===== config.mk =====
export PLATFORM = sky130hd
export DESIGN_NAME = loop_event_trigger_sequencer
export DESIGN_NICKNAME = d
export VERILOG_FILES = /design/src/hw/rtl/lets_pkg.sv /design/src/hw/rtl/loop_event_trigger_sequencer.sv /design/src/hw/rtl/lets_ram.sv /design/src/hw/rtl/lets_ctrl.sv /design/src/hw/rtl/lets_dp.sv
export SDC_FILE = /design/constraint.sdc
export NUM_CORES = 2
export LEC_CHECK = 0
export BUFFER_PORTS_ARGS = -buffer_cell sky130_fd_sc_hd__buf_2
export CORE_MARGIN = 2
export CORE_UTILIZATION = 55
export DETAILED_ROUTE_END_ITERATION = 16
export PLACE_DENSITY = 0.75
export SYNTH_ARGS = -nofsm -noshare
export SYNTH_HDL_FRONTEND = slang
export SYNTH_SLANG_ARGS = --single-unit

===== constraint.sdc =====
create_clock -name clk -period 9.5 [get_ports clk]
set_input_delay 0.475 -clock clk [delete_from_list [all_inputs] [get_ports clk]]
set_output_delay 0.475 -clock clk [all_outputs]
set_load 0.05 [all_outputs]

===== src/hw/rtl/lets_pkg.sv =====
// Shared types, widths and codes of the loop event trigger sequencer.
// Used by the controller, the datapath and the top level; depends on nothing.
package lets_pkg;

	localparam int MAX_NOTES  = 32;
	localparam int MAX_SOUNDS = 16;
	localparam int MAX_BLOCK  = 4096;

	localparam int BEAT_W    = 24;
	localparam int FRAC_W    = 8;
	localparam int FRAME_W   = 40;
	localparam int PROD_W    = 2 * BEAT_W;
	localparam int SOUND_W   = 4;
	localparam int SAMPLE_W  = 32;
	localparam int BLOCK_W   = 13;
	localparam int OFFSET_W  = 12;
	localparam int KIND_W    = 2;
	localparam int CFG_IDX_W = 2;
	localparam int CFG_W     = 24;
	localparam int DIV_STEPS = FRAME_W;
	localparam int DIV_CNT_W = $clog2(DIV_STEPS);

	localparam logic [CFG_IDX_W-1:0] CFG_LOOP_BEATS = 2'd0;
	localparam logic [CFG_IDX_W-1:0] CFG_FPB        = 2'd1;
	localparam logic [CFG_IDX_W-1:0] CFG_ENABLED    = 2'd2;

	localparam logic [KIND_W-1:0] KIND_TRIGGER   = 2'd0;
	localparam logic [KIND_W-1:0] KIND_BLOCK_END = 2'd1;
	localparam logic [KIND_W-1:0] KIND_LOAD_OK   = 2'd2;
	localparam logic [KIND_W-1:0] KIND_LOAD_FULL = 2'd3;

	typedef struct packed {
		logic              capture;
		logic              mul;
		logic              idx_load_count;
		logic              idx_clear;
		logic              idx_dec;
		logic              idx_inc;
		logic              rd_prev;
		logic              rd_cur;
		logic              shift_wr;
		logic              ins_wr;
		logic              div_init;
		logic              div_step;
		logic              diff;
		logic              wrap;
		logic              emit;
		logic [KIND_W-1:0] emit_kind;
		logic              emit_silent;
		logic              emit_last;
	} lets_cmd_t;

	typedef struct packed {
		logic is_block;
		logic full;
		logic idx_zero;
		logic idx_end;
		logic silent_blk;
		logic prev_greater;
		logic hit;
		logic div_done;
		logic out_free;
	} lets_status_t;

endpackage


===== src/hw/rtl/loop_event_trigger_sequencer.sv =====
// Top level of the loop event trigger sequencer.
// Joins the controller and the datapath; depends on lets_pkg, lets_ctrl and lets_dp.
//
// A load transaction multiplies the start beat by frames-per-beat and inserts the
// note into the sorted table, walking down from the top and reading and comparing
// one entry at a time; on a full table it only reports the table full. A block
// transaction computes the loop length, then the loop position with a bit-serial
// remainder unit, then visits every stored note over the single table read port in
// read, difference, wrap and hit steps; a silent block skips both. A stalled output
// holds the transaction while a result waits. One transaction is in work at a time,
// and the result register lets the next transaction be taken while the final result
// still waits downstream.
module loop_event_trigger_sequencer #(
	parameter int MAX_NOTES = lets_pkg::MAX_NOTES
) (
	input  logic                            clk,
	input  logic                            arst_n,
	input  logic                            cfg_we,
	input  logic [lets_pkg::CFG_IDX_W-1:0]  cfg_index,
	input  logic [lets_pkg::CFG_W-1:0]      cfg_data,
	input  logic                            in_valid,
	output logic                            in_stall,
	input  logic                            action,
	input  logic [lets_pkg::SOUND_W-1:0]    note_sound,
	input  logic [lets_pkg::BEAT_W-1:0]     note_start_beat,
	input  logic [lets_pkg::SAMPLE_W-1:0]   current_sample,
	input  logic                            playing,
	input  logic [lets_pkg::BLOCK_W-1:0]    block_frames,
	output logic                            out_valid,
	input  logic                            out_stall,
	output logic [lets_pkg::KIND_W-1:0]     kind,
	output logic [lets_pkg::SOUND_W-1:0]    trigger_sound,
	output logic [lets_pkg::OFFSET_W-1:0]   trigger_offset,
	output logic                            silent,
	output logic                            last
);

	lets_pkg::lets_cmd_t    cmd;
	lets_pkg::lets_status_t st;

	lets_ctrl u_ctrl (
		.clk(clk),
		.arst_n(arst_n),
		.in_valid(in_valid),
		.in_stall(in_stall),
		.st(st),
		.cmd(cmd)
	);

	lets_dp #(
		.MAX_NOTES(MAX_NOTES)
	) u_dp (
		.clk(clk),
		.arst_n(arst_n),
		.cfg_we(cfg_we),
		.cfg_index(cfg_index),
		.cfg_data(cfg_data),
		.action(action),
		.note_sound(note_sound),
		.note_start_beat(note_start_beat),
		.current_sample(current_sample),
		.playing(playing),
		.block_frames(block_frames),
		.cmd(cmd),
		.st(st),
		.out_stall(out_stall),
		.out_valid(out_valid),
		.kind(kind),
		.trigger_sound(trigger_sound),
		.trigger_offset(trigger_offset),
		.silent(silent),
		.last(last)
	);

	a_busy_after_accept: assert property (@(posedge clk) disable iff (!arst_n)
		in_valid && !in_stall |=> in_stall)
		else $error("Sequencer took a transaction without leaving idle.");

	a_accept_after_last: assert property (@(posedge clk) disable iff (!arst_n)
		in_valid && !in_stall |-> !(out_valid && !last))
		else $error("Transaction accepted before all results of the previous one.");

	a_silent_is_end: assert property (@(posedge clk) disable iff (!arst_n)
		out_valid && silent |-> (kind == lets_pkg::KIND_BLOCK_END) && last)
		else $error("Silent flag on a result that is not a final block end.");

	a_load_single: assert property (@(posedge clk) disable iff (!arst_n)
		out_valid && (kind == lets_pkg::KIND_LOAD_OK || kind == lets_pkg::KIND_LOAD_FULL)
		|-> last && !silent)
		else $error("Load result is not a single final result.");

endmodule


===== src/hw/rtl/lets_ram.sv =====
// Generic single write port, single read port RAM with registered read data.
// Used for the note table; depends on nothing.
module lets_ram #(
	parameter int WIDTH = 44,
	parameter int DEPTH = 32,
	localparam int AW = (DEPTH > 1) ? $clog2(DEPTH) : 1
) (
	input  logic             clk,
	input  logic             we,
	input  logic [AW-1:0]    waddr,
	input  logic [WIDTH-1:0] wdata,
	input  logic [AW-1:0]    raddr,
	output logic [WIDTH-1:0] rdata
);

	logic [WIDTH-1:0] mem_q [DEPTH];
	logic [WIDTH-1:0] rdata_q;

	always_ff @(posedge clk) begin
		if (we) begin
			mem_q[waddr] <= wdata;
		end
		rdata_q <= mem_q[raddr];
	end

	assign rdata = rdata_q;

endmodule


===== src/hw/rtl/lets_ctrl.sv =====
// Controller state machine of the loop event trigger sequencer.
// Drives datapath commands from datapath status; depends on lets_pkg.
module lets_ctrl (
	input  logic                   clk,
	input  logic                   arst_n,
	input  logic                   in_valid,
	output logic                   in_stall,
	input  lets_pkg::lets_status_t st,
	output lets_pkg::lets_cmd_t    cmd
);

	localparam logic [3:0] S_IDLE    = 4'd0;
	localparam logic [3:0] S_MUL     = 4'd1;
	localparam logic [3:0] S_LD_CHK  = 4'd2;
	localparam logic [3:0] S_LD_RD   = 4'd3;
	localparam logic [3:0] S_LD_CMP  = 4'd4;
	localparam logic [3:0] S_LD_WR   = 4'd5;
	localparam logic [3:0] S_BLK_CHK = 4'd6;
	localparam logic [3:0] S_DIV     = 4'd7;
	localparam logic [3:0] S_NT_RD   = 4'd8;
	localparam logic [3:0] S_NT_DIFF = 4'd9;
	localparam logic [3:0] S_NT_WRAP = 4'd10;
	localparam logic [3:0] S_NT_HIT  = 4'd11;
	localparam logic [3:0] S_BLK_END = 4'd12;

	logic [3:0] state_q;
	logic [3:0] state_n;

	assign in_stall = (state_q != S_IDLE);

	always_comb begin
		cmd = '0;
		state_n = state_q;
		case (state_q)
			S_IDLE: begin
				if (in_valid) begin
					cmd.capture = 1'b1;
					state_n = S_MUL;
				end
			end
			S_MUL: begin
				cmd.mul = 1'b1;
				state_n = st.is_block ? S_BLK_CHK : S_LD_CHK;
			end
			S_LD_CHK: begin
				if (st.full) begin
					if (st.out_free) begin
						cmd.emit = 1'b1;
						cmd.emit_kind = lets_pkg::KIND_LOAD_FULL;
						cmd.emit_last = 1'b1;
						state_n = S_IDLE;
					end
				end else begin
					cmd.idx_load_count = 1'b1;
					state_n = S_LD_RD;
				end
			end
			S_LD_RD: begin
				if (st.idx_zero) begin
					state_n = S_LD_WR;
				end else begin
					cmd.rd_prev = 1'b1;
					state_n = S_LD_CMP;
				end
			end
			S_LD_CMP: begin
				if (st.prev_greater) begin
					cmd.shift_wr = 1'b1;
					cmd.idx_dec = 1'b1;
					state_n = S_LD_RD;
				end else begin
					state_n = S_LD_WR;
				end
			end
			S_LD_WR: begin
				if (st.out_free) begin
					cmd.ins_wr = 1'b1;
					cmd.emit = 1'b1;
					cmd.emit_kind = lets_pkg::KIND_LOAD_OK;
					cmd.emit_last = 1'b1;
					state_n = S_IDLE;
				end
			end
			S_BLK_CHK: begin
				if (st.silent_blk) begin
					if (st.out_free) begin
						cmd.emit = 1'b1;
						cmd.emit_kind = lets_pkg::KIND_BLOCK_END;
						cmd.emit_silent = 1'b1;
						cmd.emit_last = 1'b1;
						state_n = S_IDLE;
					end
				end else begin
					cmd.div_init = 1'b1;
					state_n = S_DIV;
				end
			end
			S_DIV: begin
				cmd.div_step = 1'b1;
				if (st.div_done) begin
					cmd.idx_clear = 1'b1;
					state_n = S_NT_RD;
				end
			end
			S_NT_RD: begin
				if (st.idx_end) begin
					state_n = S_BLK_END;
				end else begin
					cmd.rd_cur = 1'b1;
					state_n = S_NT_DIFF;
				end
			end
			S_NT_DIFF: begin
				cmd.diff = 1'b1;
				state_n = S_NT_WRAP;
			end
			S_NT_WRAP: begin
				cmd.wrap = 1'b1;
				state_n = S_NT_HIT;
			end
			S_NT_HIT: begin
				if (!st.hit) begin
					cmd.idx_inc = 1'b1;
					state_n = S_NT_RD;
				end else if (st.out_free) begin
					cmd.emit = 1'b1;
					cmd.emit_kind = lets_pkg::KIND_TRIGGER;
					cmd.idx_inc = 1'b1;
					state_n = S_NT_RD;
				end
			end
			S_BLK_END: begin
				if (st.out_free) begin
					cmd.emit = 1'b1;
					cmd.emit_kind = lets_pkg::KIND_BLOCK_END;
					cmd.emit_last = 1'b1;
					state_n = S_IDLE;
				end
			end
			default: begin
				state_n = S_IDLE;
			end
		endcase
	end

	always_ff @(posedge clk or negedge arst_n) begin
		if (!arst_n) begin
			state_q <= S_IDLE;
		end else begin
			state_q <= state_n;
		end
	end

endmodule


===== src/hw/rtl/lets_dp.sv =====
// Datapath of the loop event trigger sequencer: configuration, note table,
// multiplier, bit-serial remainder unit, offset logic and result register.
// Depends on lets_pkg and lets_ram.
module lets_dp #(
	parameter int MAX_NOTES = lets_pkg::MAX_NOTES
) (
	input  logic                            clk,
	input  logic                            arst_n,
	input  logic                            cfg_we,
	input  logic [lets_pkg::CFG_IDX_W-1:0]  cfg_index,
	input  logic [lets_pkg::CFG_W-1:0]      cfg_data,
	input  logic                            action,
	input  logic [lets_pkg::SOUND_W-1:0]    note_sound,
	input  logic [lets_pkg::BEAT_W-1:0]     note_start_beat,
	input  logic [lets_pkg::SAMPLE_W-1:0]   current_sample,
	input  logic                            playing,
	input  logic [lets_pkg::BLOCK_W-1:0]    block_frames,
	input  lets_pkg::lets_cmd_t             cmd,
	output lets_pkg::lets_status_t          st,
	input  logic                            out_stall,
	output logic                            out_valid,
	output logic [lets_pkg::KIND_W-1:0]     kind,
	output logic [lets_pkg::SOUND_W-1:0]    trigger_sound,
	output logic [lets_pkg::OFFSET_W-1:0]   trigger_offset,
	output logic                            silent,
	output logic                            last
);

	localparam int CW = $clog2(MAX_NOTES + 1);
	localparam int AW = (MAX_NOTES > 1) ? $clog2(MAX_NOTES) : 1;
	localparam int FW = lets_pkg::FRAME_W;
	localparam int SW = lets_pkg::SOUND_W;
	localparam int EW = FW + SW;
	localparam int BW = lets_pkg::BEAT_W;
	localparam int OW = FW - lets_pkg::FRAC_W + 1;
	localparam logic [OW-1:0] MaxBlk = OW'(lets_pkg::MAX_BLOCK);
	localparam logic [8:0] MaxSnd = 9'(lets_pkg::MAX_SOUNDS);
	localparam logic [FW:0] Half = (FW + 1)'(1 << (lets_pkg::FRAC_W - 1));

	logic [BW-1:0] loop_beats_q;
	logic [BW-1:0] fpb_q;
	logic          enabled_q;

	logic                           action_q;
	logic [SW-1:0]                  snd_q;
	logic [BW-1:0]                  beat_q;
	logic [lets_pkg::SAMPLE_W-1:0]  sample_q;
	logic                           playing_q;
	logic [lets_pkg::BLOCK_W-1:0]   block_q;

	logic [CW-1:0] count_q;
	logic [CW-1:0] idx_q;
	logic [CW-1:0] idx_m1;
	logic [FW-1:0] frame_q;
	logic [FW-1:0] rem_q;
	logic [FW-1:0] dvd_q;
	logic [lets_pkg::DIV_CNT_W-1:0] div_cnt_q;
	logic [FW:0]   diff_q;
	logic [FW-1:0] sh_q;
	logic [SW-1:0] tsnd_q;

	logic [BW-1:0]                 mul_a;
	logic [lets_pkg::PROD_W-1:0]   prod;
	logic [FW:0]                   div_tmp;
	logic [FW+1:0]                 div_sub;
	logic [FW-1:0]                 rem_n;
	logic [FW:0]                   off_sum;
	logic [OW-1:0]                 off;
	logic [OW-1:0]                 blk_eff;

	logic          ram_we;
	logic [AW-1:0] ram_raddr;
	logic [EW-1:0] ram_wdata;
	logic [EW-1:0] ram_rdata;
	logic [FW-1:0] rd_frame;
	logic [SW-1:0] rd_sound;

	logic                           out_valid_q;
	logic [lets_pkg::KIND_W-1:0]    kind_q;
	logic [SW-1:0]                  tsound_q;
	logic [lets_pkg::OFFSET_W-1:0]  toffset_q;
	logic                           silent_q;
	logic                           last_q;

	always_ff @(posedge clk or negedge arst_n) begin
		if (!arst_n) begin
			loop_beats_q <= '0;
			fpb_q <= '0;
			enabled_q <= 1'b0;
		end else if (cfg_we) begin
			case (cfg_index)
				lets_pkg::CFG_LOOP_BEATS: loop_beats_q <= cfg_data;
				lets_pkg::CFG_FPB: fpb_q <= cfg_data;
				lets_pkg::CFG_ENABLED: enabled_q <= cfg_data[0];
				default: begin
				end
			endcase
		end
	end

	always_ff @(posedge clk) begin
		if (cmd.capture) begin
			action_q <= action;
			snd_q <= note_sound;
			beat_q <= note_start_beat;
			sample_q <= current_sample;
			playing_q <= playing;
			block_q <= block_frames;
		end
	end

	assign mul_a = action_q ? loop_beats_q : beat_q;
	assign prod = {{BW{1'b0}}, mul_a} * {{BW{1'b0}}, fpb_q};

	always_ff @(posedge clk) begin
		if (cmd.mul) begin
			frame_q <= prod[lets_pkg::PROD_W-1:lets_pkg::FRAC_W];
		end
	end

	assign div_tmp = {rem_q, dvd_q[FW-1]};
	assign div_sub = {1'b0, div_tmp} - {2'b00, frame_q};
	assign rem_n = div_sub[FW+1] ? div_tmp[FW-1:0] : div_sub[FW-1:0];

	always_ff @(posedge clk) begin
		if (cmd.div_init) begin
			rem_q <= '0;
			dvd_q <= {sample_q, {lets_pkg::FRAC_W{1'b0}}};
			div_cnt_q <= '0;
		end else if (cmd.div_step) begin
			rem_q <= rem_n;
			dvd_q <= {dvd_q[FW-2:0], 1'b0};
			div_cnt_q <= div_cnt_q + 1'b1;
		end
	end

	always_ff @(posedge clk or negedge arst_n) begin
		if (!arst_n) begin
			count_q <= '0;
		end else if (cmd.ins_wr) begin
			count_q <= count_q + 1'b1;
		end
	end

	assign idx_m1 = idx_q - 1'b1;

	always_ff @(posedge clk) begin
		if (cmd.idx_load_count) begin
			idx_q <= count_q;
		end else if (cmd.idx_clear) begin
			idx_q <= '0;
		end else if (cmd.idx_dec) begin
			idx_q <= idx_m1;
		end else if (cmd.idx_inc) begin
			idx_q <= idx_q + 1'b1;
		end
	end

	assign ram_we = cmd.shift_wr | cmd.ins_wr;
	assign ram_wdata = cmd.shift_wr ? ram_rdata : {snd_q, frame_q};
	assign ram_raddr = cmd.rd_prev ? idx_m1[AW-1:0] : idx_q[AW-1:0];

	lets_ram #(
		.WIDTH(EW),
		.DEPTH(MAX_NOTES)
	) u_table (
		.clk(clk),
		.we(ram_we),
		.waddr(idx_q[AW-1:0]),
		.wdata(ram_wdata),
		.raddr(ram_raddr),
		.rdata(ram_rdata)
	);

	assign rd_frame = ram_rdata[FW-1:0];
	assign rd_sound = ram_rdata[EW-1:FW];

	always_ff @(posedge clk) begin
		if (cmd.diff) begin
			diff_q <= {1'b0, rd_frame} - {1'b0, rem_q};
			tsnd_q <= rd_sound;
		end
		if (cmd.wrap) begin
			sh_q <= diff_q[FW] ? (diff_q[FW-1:0] + frame_q) : diff_q[FW-1:0];
		end
	end

	assign off_sum = {1'b0, sh_q} + Half;
	assign off = off_sum[FW:lets_pkg::FRAC_W];
	assign blk_eff = (OW'(block_q) > MaxBlk) ? MaxBlk : OW'(block_q);

	always_ff @(posedge clk or negedge arst_n) begin
		if (!arst_n) begin
			out_valid_q <= 1'b0;
		end else if (cmd.emit) begin
			out_valid_q <= 1'b1;
		end else if (!out_stall) begin
			out_valid_q <= 1'b0;
		end
	end

	always_ff @(posedge clk) begin
		if (cmd.emit) begin
			kind_q <= cmd.emit_kind;
			silent_q <= cmd.emit_silent;
			last_q <= cmd.emit_last;
			if (cmd.emit_kind == lets_pkg::KIND_TRIGGER) begin
				tsound_q <= tsnd_q;
				toffset_q <= off[lets_pkg::OFFSET_W-1:0];
			end else begin
				tsound_q <= '0;
				toffset_q <= '0;
			end
		end
	end

	assign st.is_block = action_q;
	assign st.full = (count_q == CW'(MAX_NOTES));
	assign st.idx_zero = (idx_q == '0);
	assign st.idx_end = (idx_q == count_q);
	assign st.silent_blk = !playing_q || !enabled_q || (frame_q == '0);
	assign st.prev_greater = (rd_frame > frame_q);
	assign st.hit = (off < blk_eff) && ({5'b0, tsnd_q} < MaxSnd);
	assign st.div_done = (div_cnt_q == lets_pkg::DIV_CNT_W'(lets_pkg::DIV_STEPS - 1));
	assign st.out_free = !out_valid_q || !out_stall;

	assign out_valid = out_valid_q;
	assign kind = kind_q;
	assign trigger_sound = tsound_q;
	assign trigger_offset = toffset_q;
	assign silent = silent_q;
	assign last = last_q;

endmodule


==> results.md <==
- Worst flop-to-flop path startpoint: u_dp.action_q$_DFFE_PP_
- Final period utilization: 0.905
- Critical Path Max Stage Delay: a little over 600 ps
- Root Buffer: clkbuf_16
- CTS Buffer Depth: 3
- Core Area: between 150,000 and 200,000 sq um
- Crit Path Max Fanout: 24
- Initial antenna violation count: 12
- Hold Path End: u_dp.enabled_q$_DFFE_PN0P_
- Crit Path Category: reg2reg
- First-pass GRT wire length: between 300 and 400 mm
- Post-Syn Nets: ~7.5k
- Vias in the first global route: ~58k
- Maxcap violations: 0
- Routed wire length: around 250 mm
- Crit-path slowest cell: mux2_2
- Setup WS pre-CTS: slightly below 1000 ps
- Worst-skew pair later-pin latency: between 800 and 900 ps
- Final setup margin: 907 ps
- Synth cell types: between 80 and 90
- Number of synthesized flops with an enable pin: around 1.7k
- DP Wirelength: between 150 and 200 mm
- NumNets Final: 7,717
- Initial DRC Count: 6,902
- Layout cell share with drive strength beyond 1: 0.156
- Most used cell, CP: fa_1
- Synth Area per Inst: between 10 and 15 sq um
- Initial Utilization: 0.552
- Placed Cells: roughly 8.8k
- Fmax: approximately 120 MHz
- Mapped Area: 94,600 sq um
- Worst EP required: between 10,000 and 15,000 ps
- RR Endpoint: u_dp.frame_q[39]$_DFFE_PP_
- DRT antenna net count: 0
- DRC viols: 0
- Die outline width: ~420 um
- Rel. slew slack: 0.156
- Count of final hold-check violations: 0
- Final Max Tran Viols: 0
- Crit path time final: ~8600 ps
- Vias: roughly 57k
- FP Rows: ~150
- Critical path capture point type: register
- Largest net degree at the start of global routing: around 130
- Avg Vias per Cell: roughly 6.2
- Hold Crit Class: in2reg
- Area Growth Syn to Fin: 11.0%
- H-Tree Depth: 4
- RSZ-0062 raised after global routing: false
- Commonest non-fill, non-tap cell in the layout: edfxtp_1
- Die Height: between 400 and 500 um
- Overall Global Routing Usage: 0.284
- Die area: roughly 180,000 sq um
- Setup_tns: 0 ps
- Most frequent cells in the layout: edfxtp_1, nand2_1, inv_1
- Cell depth of the worst flop-to-flop path: 25
- Gate Count Post-Synth: around 6.6k
- Status: finished clean
- Yosys warning count: 0
- Remaining global-route overflow: 0
- Data arrival time of the worst path: 9160 ps
- CTS sink cnt: ~1.8k
- Worst slew pin tran: 1270 ps
- GP Congestion: between 0.9 and 1
- Async SR Flop Fraction: 0.0332
- Worst Path Buf+Inv: 5
- Final Skew: 72.4 ps
- CTS clk-pin slew, worst paths: about 60 ps
- Port bufs: between 100 and 150
- Startpoint Class: register
- I/O pins: 128
- WL/cell: roughly 27 um
- #FFs+latches synth: 1,809
- R2R setup slack: roughly 900 ps
- TritonCTS clock tree: done
- Final core occ: 0.613
- Synth Flop Type: edfxtp_1
- HP Start: cfg_index[1]
- Total CTS buffers: approximately 180
- Non-filler cells, final: 9,249
- CTS resizes: 0
- DR pass1 iterations: 6
- WHS Path Cells: 3
- Endpoints failing setup: 0
- Largest delay share family, worst path: adder cells
- Post-synthesis sequential area ratio: 0.561
-- worst max path at each step --
stage          depth (start not counted)               startpoint                    endpoint
2_1_floorplan                         27  u_dp.action_q$_DFFE_PP_  u_dp.frame_q[39]$_DFFE_PP_
3_3_place_gp                          25  u_dp.action_q$_DFFE_PP_  u_dp.frame_q[39]$_DFFE_PP_
3_5_place_dp                          25  u_dp.action_q$_DFFE_PP_  u_dp.frame_q[39]$_DFFE_PP_
4_1_cts                               25  u_dp.action_q$_DFFE_PP_  u_dp.frame_q[39]$_DFFE_PP_
5_1_grt                               25  u_dp.action_q$_DFFE_PP_  u_dp.frame_q[39]$_DFFE_PP_
6_report                              25  u_dp.action_q$_DFFE_PP_  u_dp.frame_q[39]$_DFFE_PP_
-- tightest hold or removal path: cells and delay by family --
family,cells,cell delay [ps]
buffers and inverters,1,120
AND/OR/NAND/NOR,1,80
multiplexers,1,140
-- per-stage QoR --
step	hold WS (ps)	instance area [sq um]
6_report	42.7	105000
2_1_floorplan	179	94600
3_5_place_dp	417	98100
5_1_grt	37.0	105000
3_3_place_gp	415	98100
4_1_cts	0.959	105000
-- registers in the layout, summed over array words and instances (netlist names), 12 cells and up --
signal               cells
u_dp.u_table.mem_q    1408
u_dp.loop_beats_q       24
u_dp.beat_q             24
u_dp.dvd_q              32
u_dp.sample_q           32
u_dp.fpb_q              24
u_dp.block_q            13
u_dp.u_table.rdata      44
u_dp.trigger_offset     12
u_dp.rem_q              40
u_dp.diff_q             41
u_dp.sh_q               33
u_dp.frame_q            40
-- repair_timing --
| action | 4_1_cts | 5_1_grt |
|---|---|---|
| setup buffers | 0 | 0 |
| endpoints found under the hold margin | 151 | 0 |
| hold buffers | 102 | 0 |
-- synthesized netlist by cell type, drive strengths merged, types with 21 or more instances --
library cell / n / area, sq um
fa: 483 / 9670
xnor2: 106 / 947
and3: 61 / 382
ha: 348 / 4350
mux2i: 53 / 531
inv: 666 / 2500
o21a: 23 / 173
o21ai: 131 / 659
nand4: 47 / 294
nor3: 37 / 185
mux4: 352 / 7930
a21o: 91 / 683
mux2: 173 / 1950
and2: 306 / 1910
buf: 91 / 504
dfrtp: 60 / 1500
clkbuf: 204 / 766
nand3: 167 / 836
nor2: 145 / 544
nor4: 21 / 138
edfxtp: 1659 / 49800
a32oi: 45 / 394
xor2: 68 / 596
a21oi: 177 / 886
nor2b: 28 / 175
nand2: 684 / 2570
dfxtp: 90 / 1800
-- layout make-up --
| type | instances | area [sq um] |
|---|---|---|
| clock inverter | 94 | 998 |
| fill | 12356 | 66400 |
| clock buffer | 243 | 4830 |
| sequential | 1809 | 53100 |
| multi-input combinational | 3791 | 38100 |
| tap | 2310 | 2890 |
| antenna | 5 | 12.5 |
| timing repair buffer | 331 | 2520 |
| inverter | 666 | 2500 |
-- layer usage --
metal  wire, um  global-route usage  up-vias
met5         48                   0        -
met4      10800               0.118        8
met3      26600              0.0672      576
met2     118000               0.456     3176
met1      92000               0.374    29136
li1           -                   -    24144
-- cell families (layout without fill, tap and decap cells) --
family,Yosys count,count (layout),synth area share
muxes,578,578,0.110
AOI/OAI and AO/OA,633,633,0.0437
buffers and inverters,961,1334,0.0398
adders and majority gates,831,831,0.148
DFF,1809,1809,0.561
xor gates and xnor gates,174,174,0.0163
other,0,5,0
and+or+nand+nor,1575,1575,0.0806
Power is left out: the tool's default activity adds up to more than one toggle a clock period on the data nets, which glitch-free logic cannot reach.
